==> src/sv/perlin_noise_2d_sample_unit_macros.svh <==
// Assertion macros used by the pipeline control of the noise sample unit RTL.
`ifndef PERLIN_NOISE_2D_SAMPLE_UNIT_MACROS_SVH
`define PERLIN_NOISE_2D_SAMPLE_UNIT_MACROS_SVH

// Property checked on every rising clock edge outside reset.
`define PN2_ASSERT(lbl, prop, msg) \
  lbl: assert property (@(posedge clk) disable iff (!rst_n) prop) \
    else $error(msg);

// Antecedent in this cycle implies the consequent in the next cycle.
`define PN2_ASSERT_NEXT(lbl, ante, cons, msg) \
  lbl: assert property (@(posedge clk) disable iff (!rst_n) (ante) |=> (cons)) \
    else $error(msg);

`endif

==> src/sv/pn2_pkg.sv <==
// Shared types and constants for the 2D gradient noise sample pipeline.
package pn2_pkg;

  // pipeline depth and stage slots
  localparam int NSTG  = 8;
  localparam int ST_S1 = 0;
  localparam int ST_S2 = 1;
  localparam int ST_S3 = 2;
  localparam int ST_S4 = 3;
  localparam int ST_S5 = 4;
  localparam int ST_S6 = 5;
  localparam int ST_S7 = 6;
  localparam int ST_S8 = 7;

  // corner hash
  localparam logic [31:0] HASH_K1  = 32'd374761393;
  localparam logic [31:0] HASH_K2  = 32'd668265263;
  localparam logic [31:0] HASH_K3  = 32'd1274126177;
  localparam logic [31:0] HASH_K12 = HASH_K1 + HASH_K2;
  localparam int          SH1      = 13;
  localparam int          SH2      = 16;
  // only these low bits of the xor-shifted hash reach the gradient select
  localparam int          HG_W     = SH2 + 2;

  typedef enum logic [1:0] {
    GRAD_PP = 2'd0,  // dx + dy
    GRAD_NP = 2'd1,  // -dx + dy
    GRAD_PN = 2'd2,  // dx - dy
    GRAD_NN = 2'd3   // -dx - dy
  } grad_t;

  typedef struct packed {
    logic [NSTG-1:0] en;   // stage register load
    logic [NSTG-1:0] vld;  // stage holds an item
  } pipe_ctl_t;

endpackage

==> src/sv/pn2_ctrl.sv <==
// Valid chain and per-stage load enables with bubble collapsing.
`include "perlin_noise_2d_sample_unit_macros.svh"

module pn2_ctrl
  import pn2_pkg::*;
(
  input  logic      clk,
  input  logic      rst_n,
  input  logic      in_valid,
  output logic      in_ready,
  output logic      out_valid,
  input  logic      out_ready,
  output pipe_ctl_t ctl
);

  logic [NSTG-1:0] vld_r;
  logic [NSTG-1:0] vld_nxt;
  logic [NSTG-1:0] en;

  // a stage loads when empty or when the stage after it moves
  always_comb begin
    en[NSTG-1] = !vld_r[NSTG-1] || out_ready;
    for (int k = NSTG - 2; k >= 0; k--) begin
      en[k] = !vld_r[k] || en[k+1];
    end
  end

  assign vld_nxt = (vld_r & ~en) | ({vld_r[NSTG-2:0], in_valid} & en);

  always_ff @(posedge clk) begin
    if (!rst_n) begin
      vld_r <= '0;
    end else begin
      vld_r <= vld_nxt;
    end
  end

  assign in_ready  = en[0];
  assign out_valid = vld_r[NSTG-1];
  assign ctl.en    = en;
  assign ctl.vld   = vld_r;

  `PN2_ASSERT(a_full_when_blocked, (!in_ready |-> (vld_r == '1)), "input blocked with a bubble")
  `PN2_ASSERT(a_drain_frees_input, (out_ready |-> in_ready), "input blocked while output drains")
  `PN2_ASSERT_NEXT(a_count_up, in_valid && in_ready && !(out_valid && out_ready), $countones(vld_r) == $past($countones(vld_r)) + 1, "item lost on entry")
  `PN2_ASSERT_NEXT(a_count_down, !(in_valid && in_ready) && out_valid && out_ready, $countones(vld_r) + 1 == $past($countones(vld_r)), "item count wrong on exit")

endmodule

==> config.mk <==
export PLATFORM = sky130hd
export DESIGN_NAME = pn2_ctrl
export DESIGN_NICKNAME = d
export VERILOG_FILES = /design/src/sv/pn2_pkg.sv /design/src/sv/pn2_ctrl.sv
export VERILOG_INCLUDE_DIRS = /design/src /design/src/sv
export SDC_FILE = /design/constraint.sdc
export NUM_CORES = 1
export LEC_CHECK = 0
export ABC_AREA = 1
export BUFFER_PORTS_ARGS = -buffer_cell sky130_fd_sc_hd__buf_4
export CAP_MARGIN = 20
export CORE_AREA = 2 2 39 41
export CTS_CLUSTER_DIAMETER = 200
export DETAILED_ROUTE_END_ITERATION = 8
export DIE_AREA = 0 0 41 43
export GPL_TIMING_DRIVEN = 0
export SYNTH_ARGS = -nofsm -noshare
export SYNTH_HDL_FRONTEND = slang
export SYNTH_SLANG_ARGS = --single-unit
==> constraint.sdc <==
create_clock -name clk -period 1.3 [get_ports clk]
set_clock_uncertainty 0.05 [all_clocks]
set_input_delay 0.065 -clock clk [delete_from_list [all_inputs] [get_ports clk]]
set_output_delay 0.065 -clock clk [all_outputs]
set_load 0.005 [all_outputs]
== Word-level counts from Yosys, hierarchy flattened ==
Index checks and enable logic that the tools add are counted.

* Flip-flop bits (word level): 8
* Input bits: 4
* Output and inout port bits: 18
* Word-level logic and storage cells: 21

* Bitwise gates (word level): 4
* Reductions and logical operators: 16

{| class="wikitable"
|+ Operators with widths
! operator !! number
|-
| bitwise AND 8 bit || 2
|-
| logical NOT 1 bit || 8
|-
| logical OR 1 bit || 8
|-
| NOT 8 bit || 1
|-
| OR 8 bit || 1
|}

== Logic depth before layout (Yosys ltp) ==
* Depth in word-level cells: 12
* Gate-level depth with buffers: 5

== Worst setup path after synthesis ==
No wires, ideal clock.

* Path type: reg2out
* Start point: register with a tool-made name
* End point: output ctl[8] (netlist bit)
* Data arrival time: 1.098 ns
* Required time: 1.185 ns
* Setup slack: 0.087 ns
* Stages on the path, launching flop included: 5
* Path buffers: 1
* Path through: dfxtp_1 -> nand4_4 -> nor3_4 -> nand4_2 -> buf_4

{| class="wikitable"
|+ RTL lines
! what !! line !! RTL
|-
| end: declaration || pn2_ctrl.sv:13 || <nowiki>output pipe_ctl_t ctl</nowiki>
|}

==> reports/results.ini <==
[run_status]
status=complete, but fails checks
violations=setup timing

[critical_path]
ff2ff_path_depth=5
crit_fanout=3
critPathArrivalTime_ns=1.27
required_ns=1.19
startpoint_type=flop
cp-end-kind=output port
cp-endpoint=ctl[8]
path_class=flop to output port
ff2ff_setup_slack_ns=0.17

[power]
p_leak_nw=0.2926
cellPowerDensity_nw_per_um2=785.9
peakVddDrop_v=0.0003345
p_total_mw=0.4720

[floorplan]
dieArea_um2=1763
rows=14
die_x_um=41
initial_core_util=0.2450
io_pins=22
core_um2=1384
fp.dieH_um=43

[drt]
drc=0
routed-via-count=355
wl_per_cell_um=9.952
drt_iter0_markers=0
finalWirelength_um=836
viasPerCell=4.226
ant_nets=0
drtPass1Iterations=1

[logic_synthesis]
yosysWarnings=0
syn_nets=42
ys_seq_area_frac=0.4723
syn_area_per_cell_um2=8.923
ys_types=12
synth_area_um2=339.1
synthCells=38
ys_seq_elements=8

[cts]
cts_tree=built
cts_buffer_depth=2
cts_num_sinks=8
htree_levels=1
root_buffer=clkbuf_4
clk_pin_slew_ns=0.06
insertion_delay_ns=0.25
cts_buffers=3

[sta]
setup_slack_ns=-0.08069
finalHoldViolCount=0
rsz0062_at_grt=true
slew_viol_final=0
setup_viol=4
min_period_ns=1.381
max_freq_mhz=724.3
finalCritPeriodShare=1.062
tns_ns=-0.2131
relSlewSlack=0.8238
worst_slew_pin_slew_ns=0.2640

[global_routing]
track_usage=0.1067
antenna_found_initial=0
grt_max_degree=9
grt_pass1_vias=311
grt_overflow=0
grt_pass1_wl_mm=1.221

[layout]
mostFrequentLayoutCell=buf_4
num_antenna_cells=0
layout.nets=74
drive_gt1_frac=0.5882
multi_input_comb_area_um2=122.6
area_growth_pct=77.12
n_fill_cell=149
final_cell_mix=buf_4, inv_1, a21oi_1, dfxtp_1
final_area_um2=600.6
regArea_um2=168.9

[hold_path]
hp-class=input pin to flop

[placement]
io_buffers=21
place.gp.congestion=0.6748
place_hpwl_um=588.4
placed_area_um2=516.7

[run]
cap_violations=0

where the power goes:
| group | switching, mW | internal (mW) | total [mW] | leakage (nW) |
|---|---|---|---|---|
| clock network | 0.0864 | 0.106 | 0.192 | 0.0138 |
| logic | 0.0130 | 0.0153 | 0.0283 | 0.212 |
| registers | 0.00523 | 0.246 | 0.252 | 0.0672 |
| total | 0.105 | 0.367 | 0.472 | 0.293 |
per-stage QoR:
stage                     worst slack, ns    util  hold slack [ns]  std cells
final                            -0.08069  0.4340          0.01151         84
after detailed placement          -0.1104  0.3734           0.2764         75
after global routing              -0.1609  0.4340          0.01676         84
after global placement           -0.07734  0.3734           0.2700         75
after CTS                         -0.1737  0.4340         0.004971         84
after floorplan                   0.08749       -           0.1593         38
metal layers:
metal,GRT usage,vias up,part of all wire
met4,0.1000,0,0.028
met1,0.09740,154,0.34
li1,-,180,-
met2,0.1656,17,0.51
met5,0,-,0
met3,0.04188,4,0.12
critical path, stage by stage (launching register included):
cell     delay [ns]
dfxtp_2        0.35
nand4_4        0.12
nor3_4         0.16
nand4_2        0.14
buf_6          0.15
buf_6          0.10
what timing repair did:
| item | in CTS | in global routing |
|---|---|---|
| setup endpoints to repair | 5 | 6 |
| setup buffers | 6 | 0 |
| pin swaps | 2 | 1 |
| resized for setup | 7 | 0 |
| hold buffers | 0 | 0 |
| cloned | 0 | 0 |
logic make-up (layout without fill, tap and decap cells):
logic type / count (synthesis) / count (layout) / synth area share
simple gates: 10 / 10 / 0.2472
buf+inv: 13 / 43 / 0.1660
flops: 8 / 8 / 0.4723
compound gates: 7 / 7 / 0.1144
cell usage after synthesis:
cell	n	share of area
inv_1	11	0.12
dfxtp_1	8	0.47
a21oi_1	6	0.089
nor2_1	3	0.033
buf_4	2	0.044
nand2_1	2	0.022
a21oi_2	1	0.026
nand3_1	1	0.015
nand3_2	1	0.030
nand4_2	1	0.037
nand4_4	1	0.063
nor3_4	1	0.048
worst min path at each step:
stage,cells after the start,endpoint,from,slack (ns)
2_1_floorplan,2,flop,in_valid,0.16
3_3_place_gp,3,flop,in_valid,0.27
3_5_place_dp,3,flop,in_valid,0.28
4_1_cts,3,flop,in_valid,0.005
5_1_grt,3,flop,in_valid,0.02
6_report,3,flop,in_valid,0.01
cell type report:
class | instances | area share
Buffer | 2 | 0.03125
Clock buffer | 3 | 0.03750
Inverter | 11 | 0.06875
Multi-Input combinational cell | 17 | 0.2042
Sequential cell | 8 | 0.2813
Tap cell | 16 | 0.03333
Timing Repair Buffer | 27 | 0.3438
Power figures use the tool's default switching activity.
