### config.mk
export PLATFORM = sky130hd
export DESIGN_NAME = pn2_hash
export DESIGN_NICKNAME = d
export VERILOG_FILES = /design/src/sv/perlin_noise_2d_sample_unit_macros.svh /design/src/sv/pn2_pkg.sv /design/src/sv/pn2_hash.sv
export SDC_FILE = /design/constraint.sdc
export NUM_CORES = 2
export LEC_CHECK = 0
export BUFFER_PORTS_ARGS = -buffer_cell sky130_fd_sc_hd__buf_2
export CORE_ASPECT_RATIO = 1.2
export CORE_MARGIN = 8
export CORE_UTILIZATION = 40
export DETAILED_ROUTE_END_ITERATION = 12
export GPL_TIMING_DRIVEN = 0
export PLACE_DENSITY = 0.6
export SLEW_MARGIN = 30
export SYNTH_ARGS = -nofsm -noshare
export SYNTH_HDL_FRONTEND = slang
export SYNTH_SLANG_ARGS = --single-unit
### constraint.sdc
create_clock -name clk -period 7.1 [get_ports clk]
set_input_delay 1.065 -clock clk [delete_from_list [all_inputs] [get_ports clk]]
set_output_delay 1.065 -clock clk [all_outputs]
set_load 0.02 [all_outputs]
### src/sv/perlin_noise_2d_sample_unit_macros.svh
// Assertion macros used by the pipeline control of the noise sample unit RTL.
`ifndef PERLIN_NOISE_2D_SAMPLE_UNIT_MACROS_SVH
`define PERLIN_NOISE_2D_SAMPLE_UNIT_MACROS_SVH

// Property checked on every rising clock edge outside reset.
`define PN2_ASSERT(lbl, prop, msg) \
  lbl: assert property (@(posedge clk) disable iff (!rst_n) prop) \
    else $error(msg);

// Antecedent in this cycle implies the consequent in the next cycle.
`define PN2_ASSERT_NEXT(lbl, ante, cons, msg) \
  lbl: assert property (@(posedge clk) disable iff (!rst_n) (ante) |=> (cons)) \
    else $error(msg);

`endif

### src/sv/pn2_pkg.sv
// Shared types and constants for the 2D gradient noise sample pipeline.
package pn2_pkg;

  // pipeline depth and stage slots
  localparam int NSTG  = 8;
  localparam int ST_S1 = 0;
  localparam int ST_S2 = 1;
  localparam int ST_S3 = 2;
  localparam int ST_S4 = 3;
  localparam int ST_S5 = 4;
  localparam int ST_S6 = 5;
  localparam int ST_S7 = 6;
  localparam int ST_S8 = 7;

  // corner hash
  localparam logic [31:0] HASH_K1  = 32'd374761393;
  localparam logic [31:0] HASH_K2  = 32'd668265263;
  localparam logic [31:0] HASH_K3  = 32'd1274126177;
  localparam logic [31:0] HASH_K12 = HASH_K1 + HASH_K2;
  localparam int          SH1      = 13;
  localparam int          SH2      = 16;
  // only these low bits of the xor-shifted hash reach the gradient select
  localparam int          HG_W     = SH2 + 2;

  typedef enum logic [1:0] {
    GRAD_PP = 2'd0,  // dx + dy
    GRAD_NP = 2'd1,  // -dx + dy
    GRAD_PN = 2'd2,  // dx - dy
    GRAD_NN = 2'd3   // -dx - dy
  } grad_t;

  typedef struct packed {
    logic [NSTG-1:0] en;   // stage register load
    logic [NSTG-1:0] vld;  // stage holds an item
  } pipe_ctl_t;

endpackage

### src/sv/pn2_hash.sv
// Corner hash pipeline: four corner hashes reduced to gradient selects.
module pn2_hash
  import pn2_pkg::*;
(
  input  logic        clk,
  input  pipe_ctl_t   ctl,
  input  logic [31:0] cx,
  input  logic [31:0] cy,
  output grad_t       grad [4]
);

  logic [31:0]     mx_nxt;
  logic [31:0]     my_nxt;
  logic [31:0]     mx_r;
  logic [31:0]     my_r;
  logic [31:0]     h00;
  logic [31:0]     h [4];
  logic [HG_W-1:0] g_nxt [4];
  logic [HG_W-1:0] g_r [4];
  logic [HG_W-1:0] p [4];
  grad_t           grad_nxt [4];
  grad_t           grad_r [4];

  // stage 1: (x0+1)*K1 = x0*K1 + K1, so one product per axis
  assign mx_nxt = cx * HASH_K1;
  assign my_nxt = cy * HASH_K2;

  always_ff @(posedge clk) begin
    if (ctl.en[ST_S1]) begin
      mx_r <= mx_nxt;
      my_r <= my_nxt;
    end
  end

  // stage 2: sums for the four corners, first xor-shift on the low bits
  assign h00  = mx_r + my_r;
  assign h[0] = h00;
  assign h[1] = h00 + HASH_K1;
  assign h[2] = h00 + HASH_K2;
  assign h[3] = h00 + HASH_K12;

  always_comb begin
    for (int k = 0; k < 4; k++) begin
      g_nxt[k] = h[k][HG_W-1:0] ^ h[k][HG_W-1+SH1:SH1];
    end
  end

  always_ff @(posedge clk) begin
    if (ctl.en[ST_S2]) begin
      g_r <= g_nxt;
    end
  end

  // stage 3: low bits of the final multiply, then fold bits 17:16 down
  always_comb begin
    for (int k = 0; k < 4; k++) begin
      p[k]        = g_r[k] * HASH_K3[HG_W-1:0];
      grad_nxt[k] = grad_t'(p[k][1:0] ^ p[k][SH2+1:SH2]);
    end
  end

  always_ff @(posedge clk) begin
    if (ctl.en[ST_S3]) begin
      grad_r <= grad_nxt;
    end
  end

  assign grad = grad_r;

endmodule

# After elaboration in Yosys (flattened, before gate mapping)
# Cells that the tools add are included.
[totals] ff_bits=142 latch_bits=0 ramBits=0 mem_bits_ro=0 in_bits=81 output_inout_bits=8 wordCells=28 mem_count=0
[op_classes] add_sub_neg=4 n_mul=6 div=0 magnitude_cmp=0 eq_ne=0 n_shift=0 muxes=0 bitwise_logic=8 n_reduce_logical=0
[op_table] cell="18-bit by 17-bit multiplier with 18-bit output, second input constant" n=4
[op_table] cell="18-bit bitwise XOR" n=4
[op_table] cell="31-bit by 30-bit adder with 31-bit output, second input constant" n=2
[op_table] cell="32-bit by 29-bit multiplier with 31-bit output, second input constant" n=1
[op_table] cell="32-bit by 30-bit multiplier with 31-bit output, second input constant" n=1
[op_table] cell="31-bit by 29-bit adder with 31-bit output, second input constant" n=1
[op_table] cell="31-bit adder" n=1
[op_table] cell="2-bit bitwise XOR" n=4

# Logic depth before layout (Yosys ltp)
[logic_depth] ltp_word=3 depth_mapped=28 ltp_nobuf=28

# Worst setup path before layout
# Ideal clock, no wire load.
[synth_path] kind="input to register" from="input port cx[5]" to="register mx_r[29] (data pin)" setup_ns=0.262 arrival_ns=6.799 required_time_ns=6.838 path_slack_ns=0.039 path_stages=25 path_buffers=0 path_cell_list="inv_1 -> fa_1 -> inv_1 -> fa_1 -> fa_1 -> ha_1 -> inv_1 -> fa_1 -> fa_1 -> inv_1 -> fa_1 -> inv_1 -> fa_1 -> inv_1 -> ha_1 -> o21a_1 -> o211ai_1 -> o21ai_0 -> a21o_1 -> a211oi_1 -> o21ai_0 -> a41o_1 -> a21oi_1 -> o21bai_1 -> xor2_1"
[synth_via] elab_chain_cells=1
[synth_lines] element="from (decl)" line="pn2_hash.sv:7" text="input logic [31:0] cx,"
[synth_lines] element="32-bit by 29-bit multiplier with 31-bit output" line="pn2_hash.sv:25" text="assign mx_nxt = cx * HASH_K1;"
[synth_lines] element="via mx_nxt[29]" line="pn2_hash.sv:12" text="logic [31:0] mx_nxt;"
[synth_lines] element="to (signal assigned)" line="pn2_hash.sv:30" text="mx_r <= mx_nxt;"
[synth_lines] element="to (decl)" line="pn2_hash.sv:14" text="logic [31:0] mx_r;"
# The timed path passes the listed nets, and every way through them passes these cells.
# A chain may end at the register's enable or synchronous reset.

# Worst setup path after layout
[layout_path] from="input port cx[6]" to="register mx_r[30] (data pin)"
# The elaborated chain is that of the path after synthesis.

==> summary.md <==
| Metric | Value |
|---|---|
| Outcome | completed |
| Final worst path period need | 6.92 ns |
| Crit path top cell by count | fa_1 |
| Fmax | 0.145 GHz |
| GR Util met3 | 1.57% |
| Syn_nets | 4388 |
| Layout cells sized above 1 | 6.42% |
| CTS tree | done |
| Antenna-violating nets left | 0 |
| Starting Density | 40.1% |
| CP Launch Type | input port |
| Post-synthesis sequential area ratio | 12.8% |
| CP Class | input port to flop |
| Most crowded layer after global routing | met2 |
| Worst-margin pin slew | 0.974 ns |
| Row count | 116 |
| GRT met1 Usage | 20.5% |
| Height of the chip | 332 um |
| Max stage delay on crit path | 0.52 ns |
| Met2 usage | 31.5% |
| Post-synth top cells | 839 x inv_1, 637 x ha_1, 548 x fa_1, 282 x xnor2_1, 142 x edfxtp_1 |
| Cell Area, Synth | 33300 sq um |
| Hold buffers post-CTS | 0 |
| Final hold slack | 0.914 ns |
| CP Buf/Inv Count | 8 |
| Yosys reg bits | 142 |
| Post-DR wirelength/cell | 17.3 um |
| Final Instance Area | 35900 sq um |
| Number of flops mapped to enable cells by yosys | 142 |
| Setup Skew | 0.0150 ns |
| Setup crit end kind | flop |
| Yosys warns | 0 |
| Clk_lat worst skew | 0.45 ns |
| Largest net degree at the start of global routing | 63 |
| Die Wd | 279 um |
| Port buffer count | 73 |
| Hold Vio Cnt, Final | 0 |
| First-pass DRT Iterations | 5 |
| Worst EP required | 7.28 ns |
| Syn avg cell area | 10.7 sq um |
| Vias per cell | 4.84 |
| GPL Wtd Cong | 0.914 |
| Yosys top cell area share | 33.0% |
| RSZ-0062 raised after global routing | true |
| Fillers | 8038 |
| Largest area contributor in the netlist | fa_1 |
| DRC violations left | 0 |
| All-Layer GR Usage | 16.9% |
| Setup violators final | 0 |
| Slew margin rel. | 34.6% |
| First DRT Iteration DRCs | 863 |
| Most frequent cell after synthesis | inv_1 |
| FF+latch area | 4260 sq um |
| Post-Syn Instances | 3122 |
| Post-synth ARST share | 0% |
| Core ar. | 82900 sq um |
| Main synth FF type | edfxtp_1 |
| Clk buf depth | 2 |
| Post-Route WL | 75300 um |
| Synth area leaders | fa_1 33%, ha_1 24%, edfxtp_1 13% |
| Area Growth Syn to Fin | 7.94% |
| First-pass GRT wire length | 124000 um |
| # Max-Cap Violations | 0 |
| Clock slew at reported path FFs | 0.06 ns |
| Die area | 92700 sq um |
| Max-slew violations | 0 |
| Kind of cell adding the most delay to the critical path | adder cells |
| H-tree lvl count | 4 |
| Global route overflow | 0 |
| CP max FO | 8 |
| Sink Count | 142 |
| Placed cell area | 35100 sq um |
| DPL Wire Length | 67200 um |
| Diode count | 0 |
| Initial antenna violation count | 0 |
| Overall via count from detail_route | 21107 |
| HP Class | input port to flop |
| Vias in the first global route | 23418 |
| Slowest cell on the critical path | fa_1 |
| Fin nets | 4493 |
| Synth cell types | 96 |
| # IOs | 89 |
| Area of the multi-input gates | 25900 sq um |
| Fin crit share | 97.5% |
| Final Core Density | 43.3% |
| Critical path arrival | 7.10 ns |
| Root buffer cell | clkbuf_16 |
| Num CTS Buffers | 17 |
[state kept, by name (all words and copies together), names as in the netlist]
register  flops
mx_r         31
grad          8
my_r         31
g_r          72
[through the flow]
stage / setup WS (ns) / TNS [ns] / instances
after floorplan: 0.0385 / 0 / 3122
final: 0.180 / 0 / 4361
after global placement: -0.991 / -6.57 / 4316
after CTS: 0.00961 / 0 / 4352
after global routing: -0.107 / -0.180 / 4361
after detailed placement: -1.01 / -7.16 / 4317
[per-layer routing]
metal	vias to the layer above	part of all wire (%)
li1	10153	-
met1	10598	42
met2	268	53
met3	88	2.3
met4	0	2.8
met5	-	0
[path summary, 6_finish.rpt]
| check | from | cells past startpoint | slack [ns] | end |
|---|---|---|---|---|
| hold reg to reg | g_r[0]$_DFFE_PP_ | 2 | 0.96 | grad[0]$_DFFE_PP_ |
| setup reg to reg | g_r[37]$_DFFE_PP_ | 15 | 2.23 | grad[5]$_DFFE_PP_ |
| setup / recovery | cx[6] | 28 | 0.18 | mx_r[30]$_DFFE_PP_ |
| hold / removal | cx[3] | 1 | 0.91 | mx_r[3]$_DFFE_PP_ |
[cells in the final DEF, fill, tap and decap left out, types with 16 or more instances in the layout]
master / netlist / routed
a21o_1: 55 / 55
a21oi_1: 81 / 77
buf_2: 8 / 71
buf_4: 2 / 18
clkbuf_16: 0 / 17
edfxtp_1: 142 / 142
fa_1: 548 / 545
ha_1: 637 / 633
inv_1: 839 / 831
nand2_1: 62 / 62
nand3_1: 26 / 26
nor2_1: 55 / 55
nor3_1: 30 / 29
o21a_1: 16 / 16
o21ai_0: 31 / 28
o21ai_1: 15 / 17
xnor2_1: 282 / 282
xor2_1: 54 / 54
[cell type report]
cell class | count | area share [%]
inverter | 839 | 8.82
tap | 1121 | 3.91
buffer | 23 | 0.289
sequential | 142 | 11.9
multi-input combinational | 2117 | 72.0
clock buffer | 17 | 1.18
clock inverter | 15 | 0.355
timing repair buffer | 87 | 1.54
[timing repair]
item,CTS,global route
setup buffers,3,10
pin swaps,7,22
setup endpoints to repair,6,7
resized for setup,25,24
[logic make-up after synthesis]
| group | share of synthesized area [%] |
|---|---|
| compound gates | 7.07 |
| simple gates | 4.08 |
| buf+inv | 9.79 |
| xor+xnor | 9.19 |
| mux | 0.0978 |
| flops | 12.8 |
| fa+ha+maj | 56.9 |
Power is not shown: default switching activity piles up to over one toggle a cycle in this logic, so the estimate is an artifact.
