--- config.mk ---
export PLATFORM = sky130hd
export DESIGN_NAME = pn2_fade
export DESIGN_NICKNAME = d
export VERILOG_FILES = /design/src/sv/perlin_noise_2d_sample_unit_macros.svh /design/src/sv/pn2_pkg.sv /design/src/sv/pn2_fade.sv
export SDC_FILE = /design/constraint.sdc
export NUM_CORES = 2
export LEC_CHECK = 0
export ABC_AREA = 1
export BUFFER_PORTS_ARGS = -buffer_cell sky130_fd_sc_hd__buf_2
export CAP_MARGIN = 20
export CORE_MARGIN = 8
export CORE_UTILIZATION = 38
export DETAILED_ROUTE_END_ITERATION = 10
export GPL_TIMING_DRIVEN = 0
export PLACE_DENSITY = 0.61
export RECOVER_POWER = 100
export SYNTH_ARGS = -nofsm -noshare
export SYNTH_HDL_FRONTEND = slang
export SYNTH_SLANG_ARGS = --single-unit
export TNS_END_PERCENT = 50
--- constraint.sdc ---
create_clock -name clk -period 8.5 [get_ports clk]
set_input_delay 0.85 -clock clk [delete_from_list [all_inputs] [get_ports clk]]
set_output_delay 0.85 -clock clk [all_outputs]
set_load 0.05 [all_outputs]
--- src/sv/perlin_noise_2d_sample_unit_macros.svh ---
// Assertion macros used by the pipeline control of the noise sample unit RTL.
`ifndef PERLIN_NOISE_2D_SAMPLE_UNIT_MACROS_SVH
`define PERLIN_NOISE_2D_SAMPLE_UNIT_MACROS_SVH

// Property checked on every rising clock edge outside reset.
`define PN2_ASSERT(lbl, prop, msg) \
  lbl: assert property (@(posedge clk) disable iff (!rst_n) prop) \
    else $error(msg);

// Antecedent in this cycle implies the consequent in the next cycle.
`define PN2_ASSERT_NEXT(lbl, ante, cons, msg) \
  lbl: assert property (@(posedge clk) disable iff (!rst_n) (ante) |=> (cons)) \
    else $error(msg);

`endif

--- src/sv/pn2_pkg.sv ---
// Shared types and constants for the 2D gradient noise sample pipeline.
package pn2_pkg;

  // pipeline depth and stage slots
  localparam int NSTG  = 8;
  localparam int ST_S1 = 0;
  localparam int ST_S2 = 1;
  localparam int ST_S3 = 2;
  localparam int ST_S4 = 3;
  localparam int ST_S5 = 4;
  localparam int ST_S6 = 5;
  localparam int ST_S7 = 6;
  localparam int ST_S8 = 7;

  // corner hash
  localparam logic [31:0] HASH_K1  = 32'd374761393;
  localparam logic [31:0] HASH_K2  = 32'd668265263;
  localparam logic [31:0] HASH_K3  = 32'd1274126177;
  localparam logic [31:0] HASH_K12 = HASH_K1 + HASH_K2;
  localparam int          SH1      = 13;
  localparam int          SH2      = 16;
  // only these low bits of the xor-shifted hash reach the gradient select
  localparam int          HG_W     = SH2 + 2;

  typedef enum logic [1:0] {
    GRAD_PP = 2'd0,  // dx + dy
    GRAD_NP = 2'd1,  // -dx + dy
    GRAD_PN = 2'd2,  // dx - dy
    GRAD_NN = 2'd3   // -dx - dy
  } grad_t;

  typedef struct packed {
    logic [NSTG-1:0] en;   // stage register load
    logic [NSTG-1:0] vld;  // stage holds an item
  } pipe_ctl_t;

endpackage

--- src/sv/pn2_fade.sv ---
// Quintic fade 6t^5-15t^4+10t^3 over three stages, offset carried along.
module pn2_fade
  import pn2_pkg::*;
#(
  parameter int F = 16
) (
  input  logic                clk,
  input  pipe_ctl_t           ctl,
  input  logic [F-1:0]        t,
  output logic [F-1:0]        t_o,
  output logic signed [F+1:0] fade
);

  localparam int AW  = F + 5;
  localparam int PW1 = 2 * F + 6;
  localparam int TW2 = 2 * F;
  localparam int CW  = F + 6;
  localparam int PW3 = 2 * F + 7;
  localparam logic signed [AW-1:0] FIFTEEN_ONE = AW'(15) << F;
  localparam logic signed [CW-1:0] TEN_ONE     = CW'(10) << F;

  logic signed [AW-1:0]  a;
  logic signed [F:0]     ts;
  logic signed [PW1-1:0] ta_nxt;
  logic [TW2-1:0]        tt_nxt;
  logic signed [PW1-1:0] ta_r;
  logic [TW2-1:0]        tt_r;
  logic [F-1:0]          tq1_r;
  logic signed [CW-1:0]  c_nxt;
  logic [F-1:0]          sq;
  logic [TW2-1:0]        t3p_nxt;
  logic signed [CW-1:0]  c_r;
  logic [TW2-1:0]        t3p_r;
  logic [F-1:0]          tq2_r;
  logic [F-1:0]          cube;
  logic signed [PW3-1:0] fp_nxt;
  logic signed [PW3-1:0] fp_r;
  logic [F-1:0]          tq3_r;

  // stage 1: t*(6t-15) and t*t
  assign a      = $signed(AW'(t) * AW'(6)) - FIFTEEN_ONE;
  assign ts     = $signed({1'b0, t});
  assign ta_nxt = PW1'(a) * PW1'(ts);
  assign tt_nxt = TW2'(t) * TW2'(t);

  always_ff @(posedge clk) begin
    if (ctl.en[ST_S1]) begin
      ta_r  <= ta_nxt;
      tt_r  <= tt_nxt;
      tq1_r <= t;
    end
  end

  // stage 2: c = b + 10, t^3 product
  assign c_nxt   = $signed(ta_r[PW1-1:F]) + TEN_ONE;
  assign sq      = tt_r[TW2-1:F];
  assign t3p_nxt = TW2'(sq) * TW2'(tq1_r);

  always_ff @(posedge clk) begin
    if (ctl.en[ST_S2]) begin
      c_r   <= c_nxt;
      t3p_r <= t3p_nxt;
      tq2_r <= tq1_r;
    end
  end

  // stage 3: t^3 * c
  assign cube   = t3p_r[TW2-1:F];
  assign fp_nxt = PW3'(c_r) * PW3'($signed({1'b0, cube}));

  always_ff @(posedge clk) begin
    if (ctl.en[ST_S3]) begin
      fp_r  <= fp_nxt;
      tq3_r <= tq2_r;
    end
  end

  // fade stays within [0, 1.0]
  assign fade = $signed(fp_r[2*F+1:F]);
  assign t_o  = tq3_r;

endmodule

# Word level (Yosys, flattened, before mapping)
# Index checks and enable logic that the tools add are counted.
classes:
  n_addsub: 2
  mul: 5
op_table:
  columns: ["operator", "count"]
  rows:
  - ["$mul A16 B16 Y32", 2]
  - ["$mul A21 B17 Y38", 1]
  - ["$mul A22 B17 Y34", 1]
  - ["$add A22 B21 Y22 const B", 1]
  - ["$sub A19 B20 Y21 const B", 1]
  - ["$mul A16 B2 Y18 const B", 1]
word_totals:
  elab_cells: 15
  register_bits: 206
  inputBits: 33
  out_inout_bits: 34

# Logic depth before layout (Yosys ltp)
logic_depth:
  ltp_word: 3
  depth_mapped: 40
  depth_no_buf: 40

# Worst setup path before layout
# OpenSTA, ideal clock, no wires.
synth_path:
  kind: "input -> register"
  startpoint: "input port t[15]"
  endpoint: "register ta_r[37] (data pin)"
  arrival_time_ns: 7.916
  setup_slack_ns: 0.332
  required_ns: 8.248
  path_buffers: 5
  stages: 35
  setup_time_ns: 0.252
  cell_sequence: "clkbuf_1 > clkinv_1 > clkbuf_1 > ha_1 > inv_1 > nor3_1 > a21oi_1 > nand2_1 > xor2_2 > buf_4 > ha_1 > clkbuf_1 > clkbuf_1 > nand2_1 > inv_1 > fa_1 > inv_1 > fa_1 > fa_1 > inv_1 > fa_1 > fa_1 > inv_1 > fa_1 > inv_1 > ha_1 > a21o_1 > a31oi_1 > o21ai_0 > a21oi_1 > nand2_1 > nand2_1 > nand2_1 > nand2_1 > nand2_1"
synth_via:
  elab_chain_cells: 3
synth_lines:
  columns: ["element", "line", "source"]
  rows:
  - ["from (decl)", "pn2_fade.sv:9", "input logic [F-1:0] t,"]
  - ["$mul A16 B2 Y18", "pn2_fade.sv:41", "assign a = $signed(AW'(t) * AW'(6)) - FIFTEEN_ONE;"]
  - ["$sub A19 B20 Y21", "pn2_fade.sv:41", null]
  - ["$mul A21 B17 Y38 *", "pn2_fade.sv:43", "assign ta_nxt = PW1'(a) * PW1'(ts);"]
  - ["named net ta_nxt[37]", "pn2_fade.sv:24", "logic signed [PW1-1:0] ta_nxt;"]
  - ["to (signal assigned)", "pn2_fade.sv:48", "ta_r <= ta_nxt;"]
  - ["to (decl)", "pn2_fade.sv:26", "logic signed [PW1-1:0] ta_r;"]
# Mark *: on every way through the listed nets, which the timed path passes. The rest lies on a longest branch.
# A chain may end at the register's enable or synchronous reset.

# Worst setup path after layout
layout_path:
  startpoint: "input port t[1]"
  endpoint: "register ta_r[32] (data pin)"
# The elaborated chain is that of the path after synthesis.

==> summary.txt <==
Run status
  – Status: complete, but fails checks
  – Failing checks: capacitance limit, slew limit

Setup path
  – Critical Path End Type: register
  – CP Launch Type: input port
  – CP peak stage delay: 0.56 ns
  – Worst path required time: 8.70 ns
  – Critical-path maximum fanout: 10
  – Slowest cell on crit path: fa_1
  – Critical path arrival: 8.40 ns
  – Critical path type: in -> reg

Placed design
  – Detailed placement HPWL: 113 mm
  – Dpl cells: 7176
  – GP Congestion: 0.947
  – Setup WS pre-CTS: -1.70 ns
  – I/O Buffers: 53

Cells and area
  – Register area: 0.00426 mm2
  – Area occupied by multi-input gates: 0.0343 mm2
  – P&R area growth vs syn: 6.48%
  – Fillcell total: 12100
  – Share of cells above drive strength 1: 0.0197
  – Antenna diode count: 0
  – Final nets: 7004
  – Non-filler cells in the finished layout: 7207

STA
  – FMAX: between 100 and 150 MHz
  – Worst Slack Setup Final: 0.295 ns
  – Worst-margin pin slew: 2.21 ns
  – Post-layout minimum cycle time: 8.20 ns
  – Slew Limit Headroom: -0.475
  – Final setup viols: 0
  – Slew Limit Fails: 117
  – Clk_skew: around 0.019 ns
  – Final Hold Viols: 0
  – Period utilization: 0.965

Routing
  – Pre-Repair DR Iteration Count: 5
  – Vias per Instance: 4.85
  – ANT nets after route: 0
  – Final wirelength: 130 mm
  – DRC violations left: 0
  – Starting DRT DRC Count: 2599
  – Wire length per cell: 18.0 um
  – Via Count: 34900

Logic synthesis
  – Asr flop ratio synth: 0
  – EDFF count, synth: about 140
  – Synth cell types: 50
  – Top cell type's share of synthesized area: 0.434
  – Ys flop type: edfxtp_1
  – Dominant cell type by area after synthesis: fa_1
  – Syn_nets: around 7000
  – Avg Synthesized Cell Area: 8.26 um2
  – Warnings from Yosys: 0
  – Seq/Total Area, Yosys: 0.0937
  – Synthesized flop and latch total: 142
  – Synthesized cell area: roughly 0.045 mm2
  – Synth top area cells: fa_1, inv_1, ha_1
  – Post-Synthesis Cells: 5509

Die
  – Die width: 362 um
  – Die Y-Extent: 362 um
  – Die ar.: 0.131 mm2
  – FP Rows: around 130
  – Initial core utilization: 0.381
  – CORE AREA: approximately 0.12 mm2
  – Io pins: 67

GRT
  – First-pass GRT wire length: 207 mm
  – Vias in the first global route: 37000
  – Initial antenna violation count: 3
  – Grt total ovfl: 0
  – Pin count of the biggest net entering global routing: 41
  – GRT Util Overall: 0.201

Clocking
  – # H-tree levels: 4
  – Clock-pin slew on the worst setup and hold paths: 0.07 ns
  – CTS Buf Count: 17
  – Clk root buf: clkbuf_16
  – Clk sinks: around 140
  – Worst-Skew Late Latency: 0.46 ns
  – Post-cts hold buffer count: 0
  – CTS tree: done
  – Buffer levels on the longest clock path: 2

Worst hold path
  – Min-Delay Path Class: reg -> reg

Job
  – Total of max-cap violations: 3
[worst max-delay path, delay by kind of cell]
family | cells | cell delay (ns)
buffers and inverters | 9 | 1.24
AOI/OAI and AO/OA | 5 | 0.89
adders and majority gates | 8 | 3.94
and+or+nand+nor | 12 | 1.43
[cell usage after synthesis (all sizes together), types with 9 or more instances]
library cell  number
xnor2             34
fa               987
clkbuf           172
nand3            123
a21oi            150
ha               402
edfxtp           142
nand4             24
o21ai             93
xor2              63
buf               22
nor2             293
clkinv             9
o21bai            10
or2               10
nor4              11
nor3              24
nand2           1204
a21o              23
inv             1657
a31oi             22
[cells by family (layout without fill, tap and decap cells)]
| family | after synthesis | count (layout) | share of synthesized area |
|---|---|---|---|
| AOI/OAI and AO/OA | 327 | 327 | 0.0407 |
| xor gates and xnor gates | 97 | 97 | 0.0188 |
| adders and majority gates | 1389 | 1389 | 0.545 |
| buffers and inverters | 1860 | 1946 | 0.154 |
| DFF | 142 | 142 | 0.0937 |
| and+or+nand+nor | 1694 | 1694 | 0.148 |
[placed cells by master, fill, tap and decap left out, drive strengths merged, types with 11 or more instances in the layout]
cell type and count:
edfxtp 142, xnor2 34, clkinv 11, nor3 24
nand2 1204, buf 35, nand4 24, a21o 23
a31oi 22, fa 987, nor2 293, a21oi 150
nand3 123, clkbuf 231, ha 402, o21ai 93
inv 1664, nor4 11, xor2 63
[final timing paths]
check                                   startpoint             endpoint  slack, ns  depth (start not counted)
worst max-delay path                          t[1]   ta_r[32]$_DFFE_PP_       0.30                         34
worst min-delay path            ta_r[25]$_DFFE_PP_     c_r[9]$_DFFE_PP_       0.41                          0
worst max register to register  tq1_r[7]$_DFFE_PP_  t3p_r[25]$_DFFE_PP_       1.47                         23
worst min register to register  ta_r[25]$_DFFE_PP_     c_r[9]$_DFFE_PP_       0.41                          0
[area by class of cell]
type	instances	share of cell area
Clock buffer	18	0.00886
Timing Repair Buffer	61	0.00584
Clock inverter	14	0.00258
Sequential cell	142	0.0880
Tap cell	1612	0.0416
Buffer	187	0.0150
Multi-Input combinational cell	3507	0.708
Inverter	1666	0.130
[state kept, by name (all words and copies together), names as in the netlist]
| signal | flops |
|---|---|
| t3p_r | 16 |
| c_r | 22 |
| tq2_r | 16 |
| fp_r | 18 |
| tq1_r | 15 |
| t_o | 16 |
| ta_r | 23 |
| tt_r | 16 |
[per-stage QoR]
stage / cell area (um2) / hold slack (ns) / util / setup TNS (ns)
detailed placement: 47800 / 0.405 / 0.401 / -29.07
floorplan: 45500 / 0.400 / - / 0
finish: 48400 / 0.409 / 0.406 / 0
global placement: 47800 / 0.400 / 0.400 / -28.78
global route: 48400 / 0.416 / 0.406 / -0.0431
CTS: 48400 / 0.412 / 0.406 / 0
[repair_timing]
action                     4_1_cts  5_1_grt
setup buffers                    2        4
pin swaps                        0        0
setup endpoints to repair       22       20
resized for setup               17       27
[metal layers]
metal	part of all wire	GRT usage
met1	0.43	0.275
met2	0.46	0.331
met4	0.031	0.0565
met5	0	0
met3	0.076	0.0326
Power is left out: the tool's default activity adds up to more than one toggle a clock period on the data nets, which glitch-free logic cannot reach.
