**src/sv/perlin_noise_2d_sample_unit_macros.svh**
```systemverilog
// Assertion macros used by the pipeline control of the noise sample unit RTL.
`ifndef PERLIN_NOISE_2D_SAMPLE_UNIT_MACROS_SVH
`define PERLIN_NOISE_2D_SAMPLE_UNIT_MACROS_SVH

// Property checked on every rising clock edge outside reset.
`define PN2_ASSERT(lbl, prop, msg) \
  lbl: assert property (@(posedge clk) disable iff (!rst_n) prop) \
    else $error(msg);

// Antecedent in this cycle implies the consequent in the next cycle.
`define PN2_ASSERT_NEXT(lbl, ante, cons, msg) \
  lbl: assert property (@(posedge clk) disable iff (!rst_n) (ante) |=> (cons)) \
    else $error(msg);

`endif

```
**src/sv/pn2_pkg.sv**
```systemverilog
// Shared types and constants for the 2D gradient noise sample pipeline.
package pn2_pkg;

  // pipeline depth and stage slots
  localparam int NSTG  = 8;
  localparam int ST_S1 = 0;
  localparam int ST_S2 = 1;
  localparam int ST_S3 = 2;
  localparam int ST_S4 = 3;
  localparam int ST_S5 = 4;
  localparam int ST_S6 = 5;
  localparam int ST_S7 = 6;
  localparam int ST_S8 = 7;

  // corner hash
  localparam logic [31:0] HASH_K1  = 32'd374761393;
  localparam logic [31:0] HASH_K2  = 32'd668265263;
  localparam logic [31:0] HASH_K3  = 32'd1274126177;
  localparam logic [31:0] HASH_K12 = HASH_K1 + HASH_K2;
  localparam int          SH1      = 13;
  localparam int          SH2      = 16;
  // only these low bits of the xor-shifted hash reach the gradient select
  localparam int          HG_W     = SH2 + 2;

  typedef enum logic [1:0] {
    GRAD_PP = 2'd0,  // dx + dy
    GRAD_NP = 2'd1,  // -dx + dy
    GRAD_PN = 2'd2,  // dx - dy
    GRAD_NN = 2'd3   // -dx - dy
  } grad_t;

  typedef struct packed {
    logic [NSTG-1:0] en;   // stage register load
    logic [NSTG-1:0] vld;  // stage holds an item
  } pipe_ctl_t;

endpackage

```
**src/sv/pn2_blend.sv**
```systemverilog
// Corner gradient values and the two bilinear lerp levels, stages 4 to 8.
module pn2_blend
  import pn2_pkg::*;
#(
  parameter int F = 16
) (
  input  logic                clk,
  input  pipe_ctl_t           ctl,
  input  grad_t               grad [4],
  input  logic [F-1:0]        tx,
  input  logic [F-1:0]        ty,
  input  logic signed [F+1:0] u,
  input  logic signed [F+1:0] v,
  output logic signed [F+2:0] noise
);

  localparam int NW = F + 3;
  localparam int DW = F + 4;
  localparam int PW = 2 * F + 6;
  localparam int XW = F + 4;
  localparam int QW = 2 * F + 7;
  localparam int RW = F + 6;
  localparam int OW = F + 3;
  localparam logic signed [NW-1:0] ONE_N = NW'(1) << F;
  localparam logic signed [RW-1:0] TWO_R = RW'(2) << F;

  function automatic logic signed [NW-1:0] corner_val(input grad_t g,
                                                      input logic signed [NW-1:0] dx,
                                                      input logic signed [NW-1:0] dy);
    case (g)
      GRAD_PP: corner_val = dx + dy;
      GRAD_NP: corner_val = dy - dx;
      GRAD_PN: corner_val = dx - dy;
      default: corner_val = -dx - dy;
    endcase
  endfunction

  logic signed [NW-1:0]   dx0, dx1, dy0, dy1;
  logic signed [NW-1:0]   n00, n10, n01, n11;
  logic signed [NW-1:0]   n00_4_r, n01_4_r;
  logic signed [DW-1:0]   d0_4_r, d1_4_r;
  logic signed [F+1:0]    u4_r, v4_r;
  logic signed [PW-1:0]   p0_nxt, p1_nxt;
  logic signed [PW-1:0]   p0_r, p1_r;
  logic signed [NW-1:0]   n00_5_r, n01_5_r;
  logic signed [F+1:0]    v5_r;
  logic signed [XW-1:0]   nx0, nx1;
  logic signed [XW-1:0]   nx0_6_r;
  logic signed [XW:0]     dd_6_r;
  logic signed [F+1:0]    v6_r;
  logic signed [QW-1:0]   q_nxt;
  logic signed [QW-1:0]   q_r;
  logic signed [XW-1:0]   nx0_7_r;
  logic signed [RW-1:0]   r;
  logic signed [RW-1:0]   r_sat;
  logic signed [OW-1:0]   noise_r;

  // stage 4: corner values and lerp differences
  assign dx0 = $signed(NW'(tx));
  assign dy0 = $signed(NW'(ty));
  assign dx1 = dx0 - ONE_N;
  assign dy1 = dy0 - ONE_N;
  assign n00 = corner_val(grad[0], dx0, dy0);
  assign n10 = corner_val(grad[1], dx1, dy0);
  assign n01 = corner_val(grad[2], dx0, dy1);
  assign n11 = corner_val(grad[3], dx1, dy1);

  always_ff @(posedge clk) begin
    if (ctl.en[ST_S4]) begin
      n00_4_r <= n00;
      n01_4_r <= n01;
      d0_4_r  <= DW'(n10) - DW'(n00);
      d1_4_r  <= DW'(n11) - DW'(n01);
      u4_r    <= u;
      v4_r    <= v;
    end
  end

  // stage 5: u * (b - a) for both rows
  assign p0_nxt = PW'(u4_r) * PW'(d0_4_r);
  assign p1_nxt = PW'(u4_r) * PW'(d1_4_r);

  always_ff @(posedge clk) begin
    if (ctl.en[ST_S5]) begin
      p0_r    <= p0_nxt;
      p1_r    <= p1_nxt;
      n00_5_r <= n00_4_r;
      n01_5_r <= n01_4_r;
      v5_r    <= v4_r;
    end
  end

  // stage 6: row results lie between their corners
  assign nx0 = XW'(n00_5_r) + XW'($signed(p0_r[PW-1:F]));
  assign nx1 = XW'(n01_5_r) + XW'($signed(p1_r[PW-1:F]));

  always_ff @(posedge clk) begin
    if (ctl.en[ST_S6]) begin
      nx0_6_r <= nx0;
      dd_6_r  <= (XW+1)'(nx1) - (XW+1)'(nx0);
      v6_r    <= v5_r;
    end
  end

  // stage 7: v * (nx1 - nx0)
  assign q_nxt = QW'(v6_r) * QW'(dd_6_r);

  always_ff @(posedge clk) begin
    if (ctl.en[ST_S7]) begin
      q_r     <= q_nxt;
      nx0_7_r <= nx0_6_r;
    end
  end

  // stage 8: final sum, clamp to +/-2.0
  assign r = RW'(nx0_7_r) + RW'($signed(q_r[QW-1:F]));

  always_comb begin
    if (r > TWO_R) begin
      r_sat = TWO_R;
    end else if (r < -TWO_R) begin
      r_sat = -TWO_R;
    end else begin
      r_sat = r;
    end
  end

  always_ff @(posedge clk) begin
    if (ctl.en[ST_S8]) begin
      noise_r <= OW'(r_sat);
    end
  end

  assign noise = noise_r;

endmodule

```
**config.mk**
```make
export PLATFORM = sky130hd
export DESIGN_NAME = pn2_blend
export DESIGN_NICKNAME = d
export VERILOG_FILES = /design/src/sv/perlin_noise_2d_sample_unit_macros.svh /design/src/sv/pn2_pkg.sv /design/src/sv/pn2_blend.sv
export SDC_FILE = /design/constraint.sdc
export NUM_CORES = 2
export LEC_CHECK = 0
export ABC_AREA = 1
export ABC_CLOCK_PERIOD_IN_PS = 8100
export BUFFER_PORTS_ARGS = -buffer_cell sky130_fd_sc_hd__buf_2
export CORE_ASPECT_RATIO = 0.7
export CORE_UTILIZATION = 34
export CTS_CLUSTER_DIAMETER = 100
export DETAILED_ROUTE_END_ITERATION = 6
export GPL_ROUTABILITY_DRIVEN = 0
export PLACE_DENSITY = 0.53
export SYNTH_ARGS = -nofsm -noshare
export SYNTH_HDL_FRONTEND = slang
export SYNTH_SLANG_ARGS = --single-unit
export TNS_END_PERCENT = 100
```
**constraint.sdc**
```tcl
create_clock -name clk -period 8.1 [get_ports clk]
set_clock_uncertainty 0.2 [all_clocks]
set_input_delay 0.81 -clock clk [delete_from_list [all_inputs] [get_ports clk]]
set_output_delay 0.81 -clock clk [all_outputs]
set_load 0.05 [all_outputs]
```
# --- Word level (Yosys, flattened, before mapping) ---
# Cells that the tools add are included.
op_classes:
  div: 0
  reduce_logical: 5
  muxes: 5
  n_shift: 0
  mul: 3
  addsub: 26
  n_eq_ne: 8
  bitwise_logic: 0
  order_cmp: 2
op_table:
  columns: ["operator", "count"]
  rows:
  - ["$pmux W19 S3", 4]
  - ["$mul A18 B20 Y36", 2]
  - ["$add A19 B20 Y20", 2]
  - ["$sub A19 B19 Y20", 2]
  - ["$mul A18 B21 Y38", 1]
  - ["$sub A17 B18 Y19", 2]
  - ["$sub A18 B17 Y19", 2]
  - ["$sub A18 B18 Y19", 2]
  - ["$sub A19 B17 Y19", 2]
  - ["$sub A19 B18 Y19", 2]
  - ["$sub A16 B17 Y18 const B", 2]
  - ["$sub A16 B16 Y17", 2]
  - ["$add A20 B22 Y22", 1]
  - ["$gt A22 B19 Y1 const B", 1]
  - ["$lt A22 B18 Y1 const B", 1]
  - ["$sub A20 B20 Y21", 1]
  - ["$add A17 B18 Y19", 1]
  - ["$add A18 B17 Y19", 1]
  - ["$add A18 B18 Y19", 1]
  - ["$mux W19", 1]
  - ["$neg A16 Y19", 1]
  - ["$neg A18 Y19", 1]
  - ["$add A16 B16 Y17", 1]
  - ["$eq A2 B1 Y1 const B", 4]
  - ["other kinds (3)", 9]
word_totals:
  output_inout_bits: 19
  wordCells: 67
  rom_bits: 0
  in_bits: 93
  latch_bits: 0
  mem_count: 0
  ff_bits: 378
  ramBits: 0

# --- Logic depth before layout (Yosys ltp) ---
logic_depth:
  depth_word: 5
  mapped_depth: 32
  ltp_nobuf: 32

# --- Worst setup path before layout ---
# No wires, ideal clock.
synth_path:
  path_type: "reg-to-reg"
  start: "register u4_r[0]"
  end: "register p1_r[34], data pin"
  path_slack_ns: 1.712
  stages_incl_launch_ff: 26
  required_time_ns: 7.642
  n_path_buf: 2
  period_less_slack_ns: 6.388
  arrival_time_ns: 5.930
  setup_ns: 0.258
  cell_sequence: "edfxtp_1 clkbuf_1 clkbuf_1 nand2_1 inv_1 fa_1 inv_1 fa_1 inv_1 ha_1 inv_1 fa_1 inv_1 fa_1 inv_1 fa_1 inv_1 ha_1 a21o_1 a21boi_0 o221ai_1 a21oi_1 nand2_1 nand2_1 nand2_1 xor2_1"
synth_between:
  elab_chain_cells: 1
synth_rtl:
  columns: ["element", "line", "rtl"]
  rows:
  - ["start: declaration", "pn2_blend.sv:42", "logic signed [F+1:0] u4_r, v4_r;"]
  - ["start signal: assignment", "pn2_blend.sv:74", "u4_r <= u;"]
  - ["$mul A18 B20 Y36", "pn2_blend.sv:81", "assign p1_nxt = PW'(u4_r) * PW'(d1_4_r);"]
  - ["via p1_nxt[34]", "pn2_blend.sv:43", "logic signed [PW-1:0] p0_nxt, p1_nxt;"]
  - ["end signal: assignment", "pn2_blend.sv:86", "p1_r <= p1_nxt;"]
  - ["end: declaration", "pn2_blend.sv:44", "logic signed [PW-1:0] p0_r, p1_r;"]
# The timed path passes the listed nets, and every way through them passes these cells.
# A chain may end at the register's enable or synchronous reset.

# --- Worst setup path after layout ---
layout_path:
  start: "register u4_r[5]"
  end: "register p0_r[30], data pin"
layout_between:
  elab_chain_cells: 1
layout_rtl:
  columns: ["element", "line", "rtl"]
  rows:
  - ["$mul A18 B20 Y36", "pn2_blend.sv:80", "assign p0_nxt = PW'(u4_r) * PW'(d0_4_r);"]
  - ["via p0_nxt[30]", "pn2_blend.sv:43", null]
  - ["end signal: assignment", "pn2_blend.sv:85", "p0_r <= p0_nxt;"]
  - ["end: declaration", "pn2_blend.sv:44", null]
# The timed path passes the listed nets, and every way through them passes these cells.

==> impl_metrics.ini <==
[outcome]
status = complete, no violations

[cts]
cts_root_buffer = clkbuf_16
cts_setup_buffers = 0
post_cts_resized = 0
ctsHtreeMaxLevel = 2
clkSinkCount = 326
tritoncts = built
cts_buffers = 44
cts_hold_buf = 0
path_clk_slew_ns = 0.06
cts_buffer_depth = 3
clock_latency_ns = 0.64

[setup_path]
startpoint_type = flip-flop
critPathMaxFanout = 17
reg2regPathDepth = 21
crit_path_start = u4_r[5]
critPathRequiredTime_ns = 8.28
rr_startpoint = u4_r[5]
r2r_slack_ns = 0.96
cp-end-kind = flip-flop
rr_endpoint = p0_r[30]
worstPathArrival_ns = 7.32
crit_end = p0_r[30]
critical_path_class = reg -> reg

[yosys]
yosysTopAreaCell = fa_1
synth-edff-count = 326
seq_area_frac_synth_pct = 15.94
synth_top_area_share_pct = 34.66
synth.avg_cell_area_um2 = 8.120
ys_warn_count = 0
synth_cell_types = 56
synth.most_common_cell = inv_1
ys_async_sr_fraction_pct = 0
ys_top_cells_by_area = fa_1 (35%), edfxtp_1 (16%), inv_1 (13%), nand2_1 (11%), ha_1 (9.4%)
yosys-top-cells-count = inv_1 (2,101), nand2_1 (1,806), fa_1 (1,063)
syn_inst = 7561
ys.flop_type = edfxtp_1
synth_seq_cells = 326
mappedNetlistArea_um2 = 61400

[job]
maxCapViolCount = 0

[sta]
setup-tns-final_ns = 0
slew_headroom_pct = 20.64
rsz0062_at_grt = false
min_period_ns = 7.138
hold_violations = 0
fmax_ghz = 0.1401
final_max_slew_viol_count = 0
tightest_slew_ns = 1.190
setup_violations = 0
post-route-period-util_pct = 88.13

[route]
vias_per_cell = 4.816
drt-wirelength-per-cell_um = 18.40
ant_nets = 0
detail_route.first_pass.iterations = 6
wl_um = 183400
via_count = 48000
drt-initial-drc-count = 4177
drc = 0

[floorplan]
die_x_um = 509.9
fp-row-count = 130
io_pins = 112
die_area_um2 = 182300
die_h_um = 357.5
start_util_pct = 34.22
coreArea_um2 = 179400

[worst_hold_path]
hp-class = in -> reg

[final_layout]
drive_above_1_share_pct = 4.123
nFillCells = 18570
areaGrowthSynthToFinish_pct = 7.821
multi_input_area_um2 = 42790
fin_nets = 9174
n_antenna_cell = 0
seq_area_um2 = 9789
utilization_pct = 36.90

[placed_design]
place_hpwl_um = 152400
portBuffers = 100

[global_route]
grt_pass1_wl_um = 287900
grt_max_degree = 67
first_global_vias = 48710
grt_usage_pct = 20.60
grt_antenna_before_repair = 7
overflow = 0
layer usage:
layer / GRT usage (%) / vias up / wire length (µm) / share of wire, %
met4: 3.471 / 14 / 2869 / 1.6
met3: 4.068 / 171 / 15980 / 8.7
met5: 0 / - / 83 / 0.045
met2: 29.65 / 1725 / 74800 / 41
li1: - / 22280 / - / -
met1: 31.89 / 23810 / 89700 / 49
layout by cell type (no fill, tap or decap), types with 7 or more instances in the layout:
master / synthesis / layout
a31oi_1: 16 / 16
nor2_1: 300 / 300
inv_1: 2101 / 2101
o21a_1: 10 / 10
o21bai_1: 24 / 24
clkbuf_16: 0 / 45
edfxtp_1: 326 / 326
a21o_1: 22 / 22
nand2_1: 1806 / 1806
nand3_1: 165 / 165
nand4_1: 39 / 39
ha_1: 460 / 460
fa_1: 1063 / 1063
or2_2: 25 / 25
o211ai_1: 21 / 21
buf_2: 10 / 98
o22ai_1: 10 / 10
buf_4: 0 / 86
a21oi_1: 313 / 313
nand3b_1: 8 / 8
a211oi_1: 12 / 12
o21ai_0: 185 / 185
xnor2_1: 65 / 65
nor4_1: 10 / 10
clkinv_1: 4 / 7
nor2_2: 16 / 16
a21boi_0: 13 / 13
xor2_1: 189 / 189
nor3_1: 37 / 37
a221oi_1: 9 / 9
conb_1: 2 / 22
worst min path at each step:
stage                            from          end  slack (ns)  cells after the start
after floorplan           n00_4_r[10]  n00_5_r[10]        0.20                      0
after global placement     n00_4_r[1]   n00_5_r[1]        0.20                      0
after detailed placement  n00_4_r[18]  n00_5_r[18]        0.20                      0
after CTS                        u[1]      u4_r[1]         0.1                      1
after global routing             u[1]      u4_r[1]        0.10                      1
final                            u[7]      u4_r[7]        0.14                      1
final cells by class:
cell class | count | share of cell area (%)
clock inverter | 28 | 0.6048
sequential | 326 | 14.79
multi-input combinational | 4891 | 64.63
tap | 2376 | 4.491
clock buffer | 51 | 1.735
inverter | 2108 | 11.95
timing repair buffer | 187 | 1.794
logic make-up after synthesis:
family,count (synthesis),synth area share [%]
compound gates,668,6.116
flops,326,15.94
xor+xnor,254,3.623
other cells,2,0.01223
fa+ha+maj,1523,44.04
buf+inv,2364,14.49
simple gates,2424,15.78
worst max-delay path, cell delays in order (launching register included):
cell      delay, ns
edfxtp_1       1.09
buf_4          0.36
nand2_1        0.09
fa_1           0.50
fa_1           0.52
fa_1           0.52
inv_1          0.05
fa_1           0.49
fa_1           0.56
inv_1          0.07
fa_1           0.48
inv_1          0.04
ha_1           0.39
nand2_1        0.16
nor2_1         0.16
nand3_1        0.09
nand3_1        0.23
a21boi_0       0.19
o21ai_0        0.38
nand2_1        0.14
nand3_1        0.09
nand2_1        0.05
through the flow:
| stage | cell area, µm² | worst slack, ns | cells | hold slack, ns |
|---|---|---|---|---|
| 2_1_floorplan | 61470 | 1.712 | 7581 | 0.2003 |
| 3_3_place_gp | 64650 | 1.089 | 9888 | 0.2019 |
| 3_5_place_dp | 64650 | 1.055 | 9888 | 0.2045 |
| 4_1_cts | 66200 | 0.9814 | 9967 | 0.09543 |
| 5_1_grt | 66200 | 0.5584 | 9967 | 0.1050 |
| 6_report | 66200 | 0.9617 | 9967 | 0.1415 |
registers in the layout (all words and copies together) (netlist names), 19 cells and up:
signal,flops
d1_4_r,19
dd_6_r,21
noise,19
n01_4_r,19
n01_5_r,19
p0_r,20
nx0_6_r,20
nx0_7_r,20
d0_4_r,19
q_r,22
p1_r,20
Power is left out: the tool's default activity adds up to more than one toggle a clock period on the data nets, which glitch-free logic cannot reach.
